## src/hdl/efs_pkg.sv

```systemverilog
// shared types and constants for the elevator floor scheduler
package efs_pkg;

  localparam int FLOOR_W        = 5;
  localparam int CMP_W          = 7;
  localparam int MAX_FLOORS_DEF = 16;
  localparam int MIN_FLOORS     = 2;

  localparam logic [FLOOR_W-1:0] FLOORS_RESET  = 5'd16;
  localparam logic [FLOOR_W-1:0] CURRENT_RESET = 5'd1;

  localparam logic OP_BUTTON = 1'b0;
  localparam logic OP_ARRIVE = 1'b1;

  typedef struct packed {
    logic               operation;
    logic [FLOOR_W-1:0] floor;
  } efs_in_t;

  typedef struct packed {
    logic               clear_valid;
    logic [FLOOR_W-1:0] clear_floor;
    logic               dispatch_valid;
    logic [FLOOR_W-1:0] dispatch_floor;
    logic               busy_out;
    logic [FLOOR_W-1:0] position;
    logic               bad_floor;
  } efs_out_t;

  typedef struct packed {
    logic               set_en;
    logic               clr_en;
    logic               trunc_en;
    logic               load;
    logic [FLOOR_W-1:0] sel;
    logic [FLOOR_W-1:0] cur;
    logic [FLOOR_W-1:0] cnt;
  } efs_cell_ctrl_t;

  typedef struct packed {
    logic up;
    logic dn;
  } efs_hit_t;

endpackage

```

## src/hdl/elevator_floor_scheduler.sv

```systemverilog
// elevator floor scheduler top level: event handling, scan control, result register
//
// in channel (in_valid/in_ready, in_data): one button or arrival event per item.
// out channel (out_valid/out_ready, out_data): exactly one result item per event.
// cfg_we/cfg_data write floors_in_use; write only while no event is in flight.
// request bits live in a row of MAX_FLOORS cells. a target search sends an up
// token and a down token from the cabin floor through the row, one floor per
// cycle, and the first requested cell each token meets gives the distance.
// events that need no search (bad floor, button for the cabin floor,
// button while busy) go from accept straight to the emit step; events that
// search pass through the load step, the token walk and the decide step first.
// one event is worked at a time; a new item can be taken as soon as the
// previous result sits in the output register, even if it is not yet taken.
// when the receiver stalls, the result holds and the next event waits in its
// final step until the output register frees up.
// reset: no requests, cabin at floor 1, standing by, floors_in_use = 16.
module elevator_floor_scheduler #(
  parameter int MAX_FLOORS = efs_pkg::MAX_FLOORS_DEF
) (
  input  logic                                clk,
  input  logic                                rst,
  input  logic                                in_valid,
  output logic                                in_ready,
  input  efs_pkg::efs_in_t                    in_data,
  output logic                                out_valid,
  input  logic                                out_ready,
  output efs_pkg::efs_out_t                   out_data,
  input  logic                                cfg_we,
  input  logic [efs_pkg::FLOOR_W-1:0]         cfg_data
);

  localparam int FW     = efs_pkg::FLOOR_W;
  localparam int CW     = efs_pkg::CMP_W;
  localparam int DIST_W = (MAX_FLOORS > 2) ? $clog2(MAX_FLOORS) : 1;
  localparam logic [DIST_W-1:0] LAST_DIST = DIST_W'(MAX_FLOORS - 1);

  localparam logic [2:0] ST_IDLE   = 3'd0;
  localparam logic [2:0] ST_LOAD   = 3'd1;
  localparam logic [2:0] ST_SCAN   = 3'd2;
  localparam logic [2:0] ST_DECIDE = 3'd3;
  localparam logic [2:0] ST_EMIT   = 3'd4;

  function automatic logic [FW-1:0] clamp_cnt(input logic [FW-1:0] v);
    logic [CW-1:0] w;
    w = CW'(v);
    if (w < CW'(efs_pkg::MIN_FLOORS)) w = CW'(efs_pkg::MIN_FLOORS);
    if (w > CW'(MAX_FLOORS)) w = CW'(MAX_FLOORS);
    return FW'(w);
  endfunction

  logic [2:0]        state;
  logic [FW-1:0]     floors_in_use;
  logic [FW-1:0]     prev;
  logic [FW-1:0]     cur;
  logic [FW-1:0]     target;
  logic              busy;
  logic [DIST_W-1:0] k;
  logic              up_found;
  logic              dn_found;
  logic [DIST_W-1:0] up_dist;
  logic [DIST_W-1:0] dn_dist;
  logic              res_clr_v;
  logic [FW-1:0]     res_clr_f;
  logic              res_dsp_v;
  logic [FW-1:0]     res_dsp_f;
  logic              res_bad;

  logic                    accept;
  logic [FW-1:0]           cnt;
  logic                    is_bad;
  logic                    is_set;
  logic                    pick_v;
  logic [FW-1:0]           pick_f;
  logic [FW-1:0]           up_f;
  logic [FW-1:0]           dn_f;
  logic                    out_free;
  efs_pkg::efs_cell_ctrl_t cell_ctrl;
  efs_pkg::efs_hit_t       hit;

  assign in_ready = (state == ST_IDLE);
  assign accept   = in_valid && in_ready;
  assign out_free = !out_valid || out_ready;
  assign cnt      = clamp_cnt(floors_in_use);

  assign is_bad = (in_data.floor == '0) || (CW'(in_data.floor) > CW'(cnt));
  assign is_set = (in_data.operation == efs_pkg::OP_BUTTON) && !is_bad && (in_data.floor != cur);

  always_comb begin
    cell_ctrl.set_en   = accept && is_set;
    cell_ctrl.clr_en   = accept && (in_data.operation == efs_pkg::OP_ARRIVE);
    cell_ctrl.trunc_en = cfg_we;
    cell_ctrl.load     = (state == ST_LOAD);
    cell_ctrl.sel      = (in_data.operation == efs_pkg::OP_ARRIVE) ? target : in_data.floor;
    cell_ctrl.cur      = cur;
    cell_ctrl.cnt      = cfg_we ? clamp_cnt(cfg_data) : cnt;
  end

  efs_chain #(
    .MAX_FLOORS(MAX_FLOORS)
  ) u_chain (
    .clk (clk),
    .rst (rst),
    .ctrl(cell_ctrl),
    .hit (hit)
  );

  assign up_f = FW'(CW'(cur) + CW'(up_dist));
  assign dn_f = FW'(CW'(cur) - CW'(dn_dist));

  // keep travel direction, reverse if nothing is ahead; at rest nearest wins, tie up
  always_comb begin
    pick_v = up_found || dn_found;
    if (prev < cur) begin
      pick_f = up_found ? up_f : dn_f;
    end else if (prev > cur) begin
      pick_f = dn_found ? dn_f : up_f;
    end else if (up_found && dn_found) begin
      pick_f = (dn_dist < up_dist) ? dn_f : up_f;
    end else begin
      pick_f = up_found ? up_f : dn_f;
    end
  end

  always_ff @(posedge clk) begin
    if (rst) begin
      state         <= ST_IDLE;
      floors_in_use <= efs_pkg::FLOORS_RESET;
      prev          <= '0;
      cur           <= efs_pkg::CURRENT_RESET;
      target        <= efs_pkg::CURRENT_RESET;
      busy          <= 1'b0;
      k             <= '0;
      up_found      <= 1'b0;
      dn_found      <= 1'b0;
      out_valid     <= 1'b0;
    end else begin
      if (cfg_we) begin
        floors_in_use <= cfg_data;
      end
      if ((state == ST_EMIT) && out_free) begin
        out_valid <= 1'b1;
      end else if (out_ready) begin
        out_valid <= 1'b0;
      end
      case (state)
        ST_IDLE: begin
          if (accept) begin
            if (in_data.operation == efs_pkg::OP_ARRIVE) begin
              prev  <= cur;
              cur   <= target;
              state <= ST_LOAD;
            end else if (is_set && !busy) begin
              state <= ST_LOAD;
            end else begin
              state <= ST_EMIT;
            end
          end
        end
        ST_LOAD: begin
          k        <= DIST_W'(1);
          up_found <= 1'b0;
          dn_found <= 1'b0;
          state    <= ST_SCAN;
        end
        ST_SCAN: begin
          if (hit.up && !up_found) begin
            up_found <= 1'b1;
          end
          if (hit.dn && !dn_found) begin
            dn_found <= 1'b1;
          end
          if (k == LAST_DIST) begin
            state <= ST_DECIDE;
          end else begin
            k <= k + DIST_W'(1);
          end
        end
        ST_DECIDE: begin
          busy   <= pick_v;
          target <= pick_v ? pick_f : cur;
          state  <= ST_EMIT;
        end
        ST_EMIT: begin
          if (out_free) begin
            state <= ST_IDLE;
          end
        end
        default: begin
          state <= ST_IDLE;
        end
      endcase
    end
  end

  // payload registers
  always_ff @(posedge clk) begin
    if (accept) begin
      res_bad   <= (in_data.operation == efs_pkg::OP_BUTTON) && is_bad;
      res_dsp_v <= 1'b0;
      res_dsp_f <= '0;
      if (in_data.operation == efs_pkg::OP_ARRIVE) begin
        res_clr_v <= 1'b1;
        res_clr_f <= target;
      end else if (!is_bad && (in_data.floor == cur)) begin
        res_clr_v <= 1'b1;
        res_clr_f <= in_data.floor;
      end else begin
        res_clr_v <= 1'b0;
        res_clr_f <= '0;
      end
    end
    if (state == ST_SCAN) begin
      if (hit.up && !up_found) begin
        up_dist <= k;
      end
      if (hit.dn && !dn_found) begin
        dn_dist <= k;
      end
    end
    if (state == ST_DECIDE) begin
      res_dsp_v <= pick_v;
      res_dsp_f <= pick_v ? pick_f : '0;
    end
    if ((state == ST_EMIT) && out_free) begin
      out_data.clear_valid    <= res_clr_v;
      out_data.clear_floor    <= res_clr_f;
      out_data.dispatch_valid <= res_dsp_v;
      out_data.dispatch_floor <= res_dsp_f;
      out_data.busy_out       <= busy;
      out_data.position       <= cur;
      out_data.bad_floor      <= res_bad;
    end
  end

`ifndef NO_ASSERTIONS
  a_busy_has_target: assert property (@(posedge clk) disable iff (rst)
    (state == ST_IDLE) && busy |-> (target != cur))
    else $error("busy with target equal to current floor");

  a_idle_stays: assert property (@(posedge clk) disable iff (rst)
    (state == ST_IDLE) && !busy |-> (target == cur))
    else $error("standing by away from target");

  a_dispatch_busy: assert property (@(posedge clk) disable iff (rst)
    out_valid && out_data.dispatch_valid |-> out_data.busy_out)
    else $error("dispatch while standing by");

  a_bad_quiet: assert property (@(posedge clk) disable iff (rst)
    out_valid && out_data.bad_floor |-> !out_data.clear_valid && !out_data.dispatch_valid)
    else $error("ignored floor caused an action");
`endif

endmodule

```

## src/hdl/efs_cell.sv

```systemverilog
// one floor cell: request bit plus the up and down search tokens
module efs_cell #(
  parameter int FLOOR = 1
) (
  input  logic                    clk,
  input  logic                    rst,
  input  efs_pkg::efs_cell_ctrl_t ctrl,
  input  logic                    up_in,
  input  logic                    dn_in,
  output logic                    up_tok,
  output logic                    dn_tok,
  output logic                    req
);

  localparam logic [efs_pkg::CMP_W-1:0] FL = efs_pkg::CMP_W'(FLOOR);

  logic [efs_pkg::CMP_W-1:0] sel_w;
  logic [efs_pkg::CMP_W-1:0] cur_w;
  logic [efs_pkg::CMP_W-1:0] cnt_w;

  assign sel_w = efs_pkg::CMP_W'(ctrl.sel);
  assign cur_w = efs_pkg::CMP_W'(ctrl.cur);
  assign cnt_w = efs_pkg::CMP_W'(ctrl.cnt);

  always_ff @(posedge clk) begin
    if (rst) begin
      req    <= 1'b0;
      up_tok <= 1'b0;
      dn_tok <= 1'b0;
    end else begin
      if (ctrl.trunc_en && (FL > cnt_w)) begin
        req <= 1'b0;
      end else if (ctrl.set_en && (sel_w == FL)) begin
        req <= 1'b1;
      end else if (ctrl.clr_en && (sel_w == FL)) begin
        req <= 1'b0;
      end
      // tokens start next to the cabin, then walk one floor per cycle
      if (ctrl.load) begin
        up_tok <= ((cur_w + efs_pkg::CMP_W'(1)) == FL);
        dn_tok <= (cur_w == (FL + efs_pkg::CMP_W'(1)));
      end else begin
        up_tok <= up_in;
        dn_tok <= dn_in;
      end
    end
  end

endmodule

```

## src/hdl/efs_chain.sv

```systemverilog
// row of floor cells with the token links between neighbors
module efs_chain #(
  parameter int MAX_FLOORS = efs_pkg::MAX_FLOORS_DEF
) (
  input  logic                    clk,
  input  logic                    rst,
  input  efs_pkg::efs_cell_ctrl_t ctrl,
  output efs_pkg::efs_hit_t       hit
);

  logic [MAX_FLOORS-1:0] up_tok;
  logic [MAX_FLOORS-1:0] dn_tok;
  logic [MAX_FLOORS-1:0] req;

  for (genvar i = 0; i < MAX_FLOORS; i++) begin : g_cell
    logic up_in;
    logic dn_in;
    if (i == 0) begin : g_bot
      assign up_in = 1'b0;
    end else begin : g_upl
      assign up_in = up_tok[i-1];
    end
    if (i == MAX_FLOORS - 1) begin : g_top
      assign dn_in = 1'b0;
    end else begin : g_dnl
      assign dn_in = dn_tok[i+1];
    end
    efs_cell #(
      .FLOOR(i + 1)
    ) u_cell (
      .clk   (clk),
      .rst   (rst),
      .ctrl  (ctrl),
      .up_in (up_in),
      .dn_in (dn_in),
      .up_tok(up_tok[i]),
      .dn_tok(dn_tok[i]),
      .req   (req[i])
    );
  end

  assign hit.up = |(up_tok & req);
  assign hit.dn = |(dn_tok & req);

endmodule

```

## config.mk

```make
export PLATFORM = sky130hd
export DESIGN_NAME = elevator_floor_scheduler
export DESIGN_NICKNAME = d
export VERILOG_FILES = /design/src/hdl/efs_pkg.sv /design/src/hdl/elevator_floor_scheduler.sv /design/src/hdl/efs_cell.sv /design/src/hdl/efs_chain.sv
export SDC_FILE = /design/constraint.sdc
export NUM_CORES = 1
export LEC_CHECK = 0
export BUFFER_PORTS_ARGS = -buffer_cell sky130_fd_sc_hd__buf_2
export CAP_MARGIN = 15
export CORE_MARGIN = 1.5
export CORE_UTILIZATION = 58
export DETAILED_ROUTE_END_ITERATION = 7
export GPL_TIMING_DRIVEN = 0
export PLACE_DENSITY = 0.75
export SYNTH_ARGS = -nofsm -noshare
export SYNTH_HDL_FRONTEND = slang
export SYNTH_SLANG_ARGS = --single-unit
```

## constraint.sdc

```tcl
create_clock -name clk -period 6.72 [get_ports clk]
set_clock_uncertainty 0.05 [all_clocks]
set_input_delay 0.336 -clock clk [delete_from_list [all_inputs] [get_ports clk]]
set_output_delay 0.336 -clock clk [all_outputs]
set_load 0.02 [all_outputs]
```

After elaboration in Yosys (flattened, before gate mapping)
Index checks and enable logic that the tools add are counted.

word-level totals
  word-level logic and storage cells = 377
  bits in registers = 119
  bits of input ports = 16
  output and inout bits = 21

operators by class
  $add $sub $neg = 4
  equality and inequality tests = 61
  $lt $le $gt $ge = 24
  multiplexer cells = 97
  reductions and logical operators = 115
  bitwise logic cells = 4

operator list
  operator            number
  $mux 5              18
  $eq 5x4->1 const B  16
  $mux 1              69
  $logic_and 1x1->1   60
  $eq 7x4->1 const B  8
  $eq 5x3->1 const B  8
  $gt 4x5->1 const A  8
  $reduce_bool 2->1   19
  $reduce_or 2->1     17
  $and 16x16->16      2
  $reduce_or 16->1    2
  $eq 7x3->1 const B  4
  $eq 5x2->1 const B  4
  $gt 3x5->1 const A  4
  $eq 5x5->1 const B  3
  $mux 3              5
  $pmux 3 s5          1
  $eq 7x2->1 const B  2
  $gt 7x5->1 const B  2
  $gt 2x5->1 const A  2
  $gt 5x5->1          2
  $lt 5x2->1 const B  2
  $reduce_and 2->1    5
  $pmux 4 s2          1
  27 further kinds    41

Logic depth before layout (Yosys ltp)
Gate-level depths: netlist of run 1.

  word-level depth = 14
  gate-level depth with buffers = 10
  mapped depth without buffers = 9

Hierarchy
A second synthesis of run 1 with hierarchy kept.

second synthesis, totals
  cell total of the unflattened synthesis = 701
  area, all modules = 6658.9 um2

by module, submodules not included
  module                                     area each (um2)  sequential area each (um2)  times used  cells an instance
  elevator_floor_scheduler                   3809.9           1821.7                      1           384
  efs_cell at u_chain.g_cell[5].u_cell ...   166.4            60.1                        2           19
  efs_cell at u_chain.g_cell[0].u_cell ...   163.9            60.1                        2           17
  efs_cell at u_chain.g_cell[10].u_cell ...  163.9            60.1                        2           19
  efs_cell at u_chain.g_cell[13].u_cell      181.4            60.1                        1           21
  efs_cell at u_chain.g_cell[11].u_cell      177.7            60.1                        1           17
  efs_cell at u_chain.g_cell[8].u_cell       173.9            60.1                        1           19
  efs_cell at u_chain.g_cell[4].u_cell       171.4            60.1                        1           19
  efs_cell at u_chain.g_cell[2].u_cell       170.2            60.1                        1           17
  efs_cell at u_chain.g_cell[9].u_cell       168.9            60.1                        1           20
  efs_chain                                  168.9            0.0                         1           19
  efs_cell at u_chain.g_cell[12].u_cell      165.2            60.1                        1           20
  efs_cell at u_chain.g_cell[3].u_cell       165.2            60.1                        1           17
  efs_cell at u_chain.g_cell[6].u_cell       161.4            60.1                        1           20
  efs_cell at u_chain.g_cell[15].u_cell      156.4            60.1                        1           18

Worst setup path before layout of run 1
No wires, ideal clock.

  path type = flip-flop to flip-flop
  start point = reg cur[3]
  end point = reg res_dsp_f[4] (data pin)
  stages on the path, launching flop included = 10
  setup time = 0.272 ns
  required time = 6.398 ns
  arrival = 2.191 ns
  path slack = 4.208 ns
  buffers on the path = 1
  period minus slack after synthesis = 2.512 ns
  cell sequence = dfxtp_1 > buf_2 > inv_1 > ha_1 > and4_4 > a21o_1 > o31a_1 > a221oi_1 > o21ai_0 > nor3b_2

between the ends
  cells in the longest elaborated chain, start to end = 7
  elaborated cells between the ends (all ways) = 12
  those cells by class = add/sub: 2; order compare: 2; mux: 8

RTL lines
  what                                               RTL line                                                                                           RTL
  from (decl)                                        elevator_floor_scheduler.sv:54                                                                     logic [FW-1:0] cur;
  from (signal assigned)                             elevator_floor_scheduler.sv:129                                                                    cur <= efs_pkg::CURRENT_RESET;
  from (signal assigned)                             elevator_floor_scheduler.sv:150                                                                    cur <= target;
  $sub 5x4->5 / $add 5x4->5 (equally long branches)  elevator_floor_scheduler.sv:108, elevator_floor_scheduler.sv:107
  $mux 5 (on tied branches)                          elevator_floor_scheduler.sv:114, elevator_floor_scheduler.sv:120, elevator_floor_scheduler.sv:118
  $mux 5                                             elevator_floor_scheduler.sv:117                                                                    end else if (up_found && dn_found) begin
  $mux 5                                             elevator_floor_scheduler.sv:115                                                                    end else if (prev > cur) begin
  $mux 5 (*)                                         elevator_floor_scheduler.sv:113                                                                    if (prev < cur) begin
  $mux 5 (*)                                         elevator_floor_scheduler.sv:222                                                                    res_dsp_f <= pick_v ? pick_f : '0;
  $mux 5 (*)                                         elevator_floor_scheduler.sv:220                                                                    if (state == ST_DECIDE) begin
  to (signal assigned)                               elevator_floor_scheduler.sv:222
  to (decl)                                          elevator_floor_scheduler.sv:65                                                                     logic [FW-1:0] res_dsp_f;

Every way passes the cells marked *; elsewhere a longest branch is shown, timed or not.
A chain may end at the register's enable or synchronous reset.

Worst setup path after layout of run 1
Ends and elaborated chain as after synthesis.

==> results of run 1 <==
==> sequential cells by signal (all words and copies together) (netlist names), 5 cells and up <==
signal and flops:
floors_in_use 5, u_chain.g_cell.u_cell.up_tok 16, out_data 19, target 5, cur 5, prev 5
u_chain.g_cell.u_cell.req 16, res_clr_f 5, u_chain.g_cell.u_cell.dn_tok 16, res_dsp_f 5
==> cell type report <==
type | count | area (µm²) | area share [%]
clock buffers | 17 | 414 | 6.26
clock inverters | 15 | 166 | 2.52
inverters | 29 | 109 | 1.65
repair buffers | 35 | 178 | 2.69
multi-input cells | 413 | 2680 | 40.5
flip-flops and latches | 119 | 2780 | 42.1
plain buffers | 28 | 124 | 1.87
well taps | 129 | 161 | 2.44
==> cell families (layout without fill, tap and decap cells) <==
kind of cell	Yosys count	count (layout)	synth area share [%]
adder cells (fa/ha/maj)	25	25	5.76
XOR/XNOR	11	11	1.69
AND/OR/NAND/NOR	198	198	17.0
multiplexers	13	13	2.33
AO/OA/AOI/OAI	166	166	20.3
flip-flops	119	119	48.9
buffers and inverters	57	124	4.09
==> cell usage in the layout (no fill, tap or decap), types with 5 or more instances in the layout <==
cell and count:
o21a_1 5, nor3_1 12, nand2_1 65, xnor2_1 7, inv_6 7, a21o_1 8, nor4_1 6, o21ai_0 38
clkbuf_16 16, edfxtp_1 40, dfxtp_1 79, a31oi_1 8, nand3b_1 7, a22o_1 16, buf_2 49, a221oi_1 7
a311oi_1 5, a21oi_1 33, nand4_1 6, nand2b_1 5, clkbuf_1 9, nor2_1 52, mux2i_1 11, ha_1 23
inv_1 29, nand3_1 16
==> routing by layer <==
| layer | vias up | part of all wire (%) | GRT usage, % |
|---|---|---|---|
| li1 | 2291 | - | - |
| met1 | 2349 | 42 | 39.2 |
| met2 | 213 | 49 | 51.3 |
| met3 | 32 | 6.8 | 5.13 |
| met4 | 0 | 2.5 | 11.5 |
| met5 | - | 0 | 0 |
==> through the flow <==
stage                     worst slack, ps  std cells
final                                3630        785
after global routing                 3460        785
after CTS                            3650        785
after detailed placement             3830        753
after global placement               3880        752
after floorplan                      4210        589
==> power groups by stage <==
stage / Clock (µW) / Sequential, µW / Combinational [µW]
detailed placement: 0 / 801 / 177
global route: 923 / 788 / 200
CTS: 897 / 786 / 180
finish: 892 / 786 / 182
floorplan: 0 / 802 / 120
global placement: 0 / 799 / 173
==> cells in the mapped netlist, types with 3 or more instances <==
cell type | number | area share [%]
ha_1 | 23 | 5.1
inv_1 | 29 | 1.9
a31oi_1 | 8 | 0.88
mux2i_1 | 11 | 1.9
dfxtp_1 | 79 | 28
buf_1 | 4 | 0.26
o21ai_0 | 38 | 3.3
or3_1 | 3 | 0.33
nor4_1 | 6 | 0.66
xnor2_1 | 7 | 1.1
o41ai_1 | 3 | 0.46
a21oi_1 | 33 | 2.9
nand2b_1 | 5 | 0.55
o22ai_1 | 3 | 0.33
a311oi_1 | 5 | 0.77
o221ai_1 | 3 | 0.46
nand3_1 | 16 | 1.4
a221o_1 | 3 | 0.53
nand3b_1 | 7 | 0.92
a22o_1 | 16 | 2.5
a211oi_1 | 4 | 0.53
and3_1 | 3 | 0.33
clkbuf_1 | 9 | 0.59
nor3_1 | 12 | 1.1
a211o_1 | 3 | 0.46
nand4_1 | 6 | 0.66
a32o_1 | 3 | 0.53
edfxtp_1 | 40 | 21
o21a_1 | 5 | 0.66
a21o_1 | 8 | 1.1
nor2_1 | 52 | 3.4
a22oi_1 | 4 | 0.53
nor2b_1 | 4 | 0.44
nand2_1 | 65 | 4.3
a221oi_1 | 7 | 1.1
xor2_1 | 4 | 0.62
nor3b_1 | 4 | 0.53
buf_2 | 15 | 1.3
==> worst max path at each step <==
stage,slack [ps],startpoint,cells after the start,end
after detailed placement,3830,cur[3],9,res_dsp_f[4]
after global placement,3880,cur[3],9,res_dsp_f[4]
after global routing,3460,cur[3],9,res_dsp_f[4]
after CTS,3650,cur[3],9,res_dsp_f[4]
final,3630,cur[3],9,res_dsp_f[4]
after floorplan,4210,cur[3],9,res_dsp_f[4]
==> worst reg2reg max path, stage by stage (launching register included) <==
cell	delay, ps
dfxtp_1	380
buf_2	240
inv_1	110
ha_1	320
and4_4	220
a21o_1	200
o31a_1	280
a221oi_1	570
o21ai_0	240
nor3b_2	200
==> key figures, run 1 <==
Clock network
  – CTS tree: done
  – # resized after CTS: 0
  – # clock sinks: 119
  – Clock Latency Late Sink: 520 ps
  – Reg clk slew, reported paths: 60 ps
  – Clk buf depth: 2
  – H-tree Lvls: 4
  – Clk root buf: clkbuf_8
  – Hold buffers post-CTS: 0
  – Total CTS buffers: 17
  – Post-CTS Setup Repair Bufs: 0

Yosys
  – Post-synth EDFFs: 40
  – Ys async rst share: 0%
  – Ys flop type: dfxtp_1
  – Distinct cells, synth: 66
  – Synth warn: 0
  – Post-Syn Area: 5700 µm²
  – Post-synthesis cell count: 589
  – Syn_area_per_cell: 9.67 µm²
  – Post-synthesis net count: 630
  – Synth Register Bits: 119
  – Register area share after synthesis: 48.9%

Setup path
  – Crit path capture type: flip-flop
  – Max incr delay on CP: 570 ps
  – Data required, critical path: 6910 ps
  – Crit path buf inv count: 2
  – Worst Reg2Reg Path Length in Cells: 9
  – CP Max Fanout: 8
  – Critical path type: flip-flop to flip-flop
  – RR Startpoint: cur[3]
  – Crit path cell chain: buf_2 -> inv_1 -> ha_1 -> and4_4 -> a21o_1 -> o31a_1 -> a221oi_1 -> o21ai_0 -> nor3b_2
  – RR Endpoint: res_dsp_f[4]
  – Crit-path slowest cell: a221oi_1
  – Worst EP arrival: 3280 ps
  – Reg2Reg Setup Slack: 3630 ps
  – Startpoint types: flip-flop
  – Crit path max-delay family: compound AO/OA/AOI/OAI gates

Pwr
  – Switching Share: 26.6%
  – Clk pwr share: 48.0%
  – Pwr Total: 1860 µW
  – Leakage: 0.00255 µW
  – Worst VDD drop: 0.000177 V
  – Net Sw Power: 495 µW
  – Reg power frac: 42.2%
  – Power per cell area: 281 nW/µm²
  – Gate power share: 9.8%
  – Int Pwr: 1360 µW

Timing
  – Final hold vios: 0
  – Unrepaired setup endpoints after global routing: false
  – Worst Tran Pin Value: 972 ps
  – Setup violations, final: 0
  – Fmax: 0.324 GHz
  – Slew Limit Headroom: 34.8%
  – Max Slew Vio Count: 0
  – Fin crit share: 46.0%
  – Hold slack: 59.9 ps
  – Minimum clock period: 3090 ps
  – TNS Setup: 0 ps

Final layout
  – Utilization of the core after routing: 70.6%
  – Fill count: 759
  – Share of cells above drive strength 1: 14.5%
  – Final instance area: 6620 µm²
  – Area Growth Syn to Fin: 16.1%
  – Nets@finish: 684
  – Antenna cell count: 0

Place
  – Port Buffers: 34
  – GP Congestion: 0.943
  – Post-DP Area: 6030 µm²
  – HPWL after DPL: 10800 µm

Run
  – Max Cap Violations: 0

Min path
  – Hold EP: floors_in_use[2]
  – Hold_sp: cfg_data[2]
  – Hold Path Cell Cnt: 3
  – Hold Path Class: input pin to flip-flop

Routing
  – Drt first pass iters: 6
  – Post-route ant nets: 0
  – Starting DRT DRC Count: 371
  – WL per Instance: 19.1 µm
  – Routed WL: 15000 µm
  – Vias/cell: 6.22
  – Vias: 4885
  – # DRC: 0

Global routing
  – Number of antenna violations at the first check in global routing: 0
  – Pin count of the biggest net entering global routing: 17
  – GRT Util Overall: 30.4%
  – First-pass GRT wire length: 23900 µm
  – Vias in the first global route: 4650
  – Grt ovf: 0

Status
  – Outcome: complete, no violations

Floorplan
  – Die Width: 102 µm
  – # rows: 35
  – Die Ht: 102 µm
  – Initial core utilization: 60.8%
  – Core area: 9370 µm²
  – Full die area: 10400 µm²
  – Ports: 37
Note: power is estimated with default switching activity, not from simulation.
==> run 2, diff against run 1 <==
CORE_UTILIZATION = 55   (was 58)
PLACE_DENSITY = 0.74   (was 0.75)
clock period = 2.8 ns   (was 6.72 ns; I/O delays follow)
==> run 2 against run 1 <==
Worst hold slack worse by 19 ps. Power up 140%. Critical path type unchanged. Highest routed layer unchanged. Sequential cell count unchanged.
==> key figures, run 2 (same netlist as run 1, synthesis figures left out) <==
Pwr
  – Power per cell area: 666 nW/µm² (+140%)
  – Clk pwr share: 47.5% (-0.5 points)
  – Leakage: 0.00258 µW (+1.3%)
  – Gate power share: 10.4% (+0.6 points)
  – Switching Share: 26.5% (-0.17 points)
  – Int Pwr: 3300 µW (+140%)
  – Reg power frac: 42.1% (about the same)
  – Net Sw Power: 1190 µW (+140%)
  – Worst VDD drop: 0.000373 V (+110%)

Final layout
  – Fin cells: 796 (+1.4%)
  – Share of cells above drive strength 1: 14.9% (+0.45 points)
  – Largest register FFs: 19 (unchanged)
  – Area Growth Syn to Fin: 18.3%
  – Nets@finish: 691 (+1.0%)
  – Antenna cell count: 0 (unchanged)
  – Most frequent cells in the layout: dfxtp_1 (79), nand2_1 (64), nor2_1 (52), buf_2 (48), edfxtp_1 (40)
  – Largest reg by FF count: out_data
  – Commonest non-fill, non-tap cell in the layout: dfxtp_1

Routing
  – # DRC: 0 (unchanged)
  – Starting DRT DRC Count: 362 (-2.4%)
  – Drt first pass iters: 5 (-1)
  – WL per Instance: 19.6 µm (+2.4%)
  – Vias: 4969 (+1.7%)
  – Routed WL: 15600 µm (+3.9%)
  – Post-route ant nets: 0 (unchanged)
  – Vias/cell: 6.24 (+0.31%)

Clock network
  – CTS tree: done
  – Reg clk slew, reported paths: 60 ps (about the same)
  – Clk root buf: clkbuf_8
  – Total CTS buffers: 17 (unchanged)
  – H-tree Lvls: 4 (unchanged)
  – Clock Latency Late Sink: 530 ps (about the same)
  – Clk buf depth: 2 (unchanged)
  – # clock sinks: 119 (unchanged)

Timing
  – Max Slew Vio Count: 0 (unchanged)
  – Slew Limit Headroom: 37.5% (+2.7 points)
  – Hold slack: 40.8 ps (-19.2 ps)
  – Fin crit share: 99.8% (+54 points)
  – Setup violations, final: 0 (unchanged)
  – Fmax: 0.358 GHz (+11%)
  – Minimum clock period: 2790 ps (-298 ps)
  – Final hold vios: 0 (unchanged)
  – Worst Tran Pin Value: 932 ps (-40.0 ps)

Run
  – Max Cap Violations: 0 (unchanged)

Place
  – HPWL after DPL: 11000 µm (+2.0%)
  – GP Congestion: 0.933 (-1.1%)
  – Port Buffers: 34 (unchanged)
  – Placed insts: 757 (+0.53%)

Floorplan
  – # rows: 36 (+2.9%)
  – Die Width: 105 µm (+2.6%)
  – Full die area: 11000 µm² (+5.3%)
  – Die Ht: 105 µm (+2.6%)
  – Core area: 9910 µm² (+5.7%)
  – Ports: 37 (unchanged)
  – Initial core utilization: 57.5% (-3.3 points)

Status
  – Outcome: complete, no violations

Global routing
  – Pin count of the biggest net entering global routing: 17 (unchanged)
  – First-pass GRT wire length: 24900 µm (+4.1%)
  – GRT Util Overall: 28.9% (-1.5 points)
  – Number of antenna violations at the first check in global routing: 0 (unchanged)
  – GR Layer Usage met3: 5.55% (+0.42 points)
  – Busiest grt layer: met2
  – Grt met2 use: 47.9% (-3.5 points)
  – GRT met1 Usage: 36.2% (-3.1 points)
  – Grt ovf: 0 (unchanged)
  – Vias in the first global route: 4996 (+7.4%)

Setup path
  – Critical path type: flip-flop to flip-flop
  – Startpoint types: flip-flop
  – Crit path capture type: flip-flop
  – CP Max Fanout: 10 (+2)
  – Data required, critical path: 3220 ps (-3690 ps)
  – Worst EP arrival: 3210 ps (-70 ps)

Min path
  – Hold Path Class: input pin to flip-flop
-- run 2: cell count changes in the layout (fill, tap and decap cells not counted), sizes merged --
cell,previous run,this run
clkinv,4,3
clkbuf,26,29
bufinv,2,1
clkinvlp,2,4
inv,36,33
buf,54,55
dlygate4sd3,0,6
-- run 2: metrics by stage --
| stage | instance area (µm²) | util, % | setup slack, ps | total power (µW) | setup TNS (ps) |
|---|---|---|---|---|---|
| 2_1_floorplan | 5700 | - | 288 | 2210 | 0 |
| 3_3_place_gp | 6030 | 60.9 | -50.6 | 2330 | -50.6 |
| 3_5_place_dp | 6040 | 60.9 | -94.4 | 2350 | -94.4 |
| 4_1_cts | 6690 | 67.5 | 13.0 | 4450 | 0 |
| 5_1_grt | 6740 | 68.0 | -21.9 | 4610 | -36.4 |
| 6_report | 6740 | 68.0 | 6.99 | 4490 | 0 |
-- run 2: final cells by class --
class	instances	area [µm²]
fill	751	3170
clock buffer	20	468
tap	133	166
timing repair buffer	42	245
sequential	119	2780
clock inverter	12	115
inverter	29	109
buffer	28	126
multi-input combinational	413	2720
-- run 2: power by group through the flow --
| stage | clock, µW | sequential (µW) | combinational [µW] |
|---|---|---|---|
| 2_1_floorplan | 0 | 1930 | 287 |
| 5_1_grt | 2210 | 1890 | 509 |
| 3_3_place_gp | 0 | 1920 | 414 |
| 6_report | 2130 | 1890 | 468 |
| 4_1_cts | 2120 | 1890 | 442 |
| 3_5_place_dp | 0 | 1920 | 430 |
-- run 2: per-layer routing --
layer,part of all wire [%],vias up,routed length [µm]
li1,-,2300,-
met4,3.8,0,586
met3,6.8,52,1060
met2,48,233,7540
met1,41,2384,6400
met5,0,-,0
-- run 2: worst paths after layout --
| kind | startpoint | end | slack, ps | cells after the start |
|---|---|---|---|---|
| worst max-delay path | cur[0] | target[4] | 7 | 10 |
| worst min-delay path | in_data[0] | res_clr_f[0] | 40 | 3 |
| worst max register to register | cur[0] | target[4] | 7 | 10 |
| worst min register to register | res_dsp_f[0] | out_data[7] | 370 | 0 |
-- run 2: worst max-delay path, stage by stage, from the launching register on --
cell      delay [ps]
dfxtp_1          400
buf_2            310
inv_1            190
ha_1             260
fa_1             430
inv_1            100
a21o_1           170
a221oi_4          70
buf_4            160
or4_1            500
nand3_1          100
-- run 2: repair_timing --
item,4_1_cts,5_1_grt
endpoints found under the setup margin,1,3
hold endpoints to repair,5,0
hold buffers,6,0
pin swaps,0,2
setup buffers,0,1
resized for setup,1,8
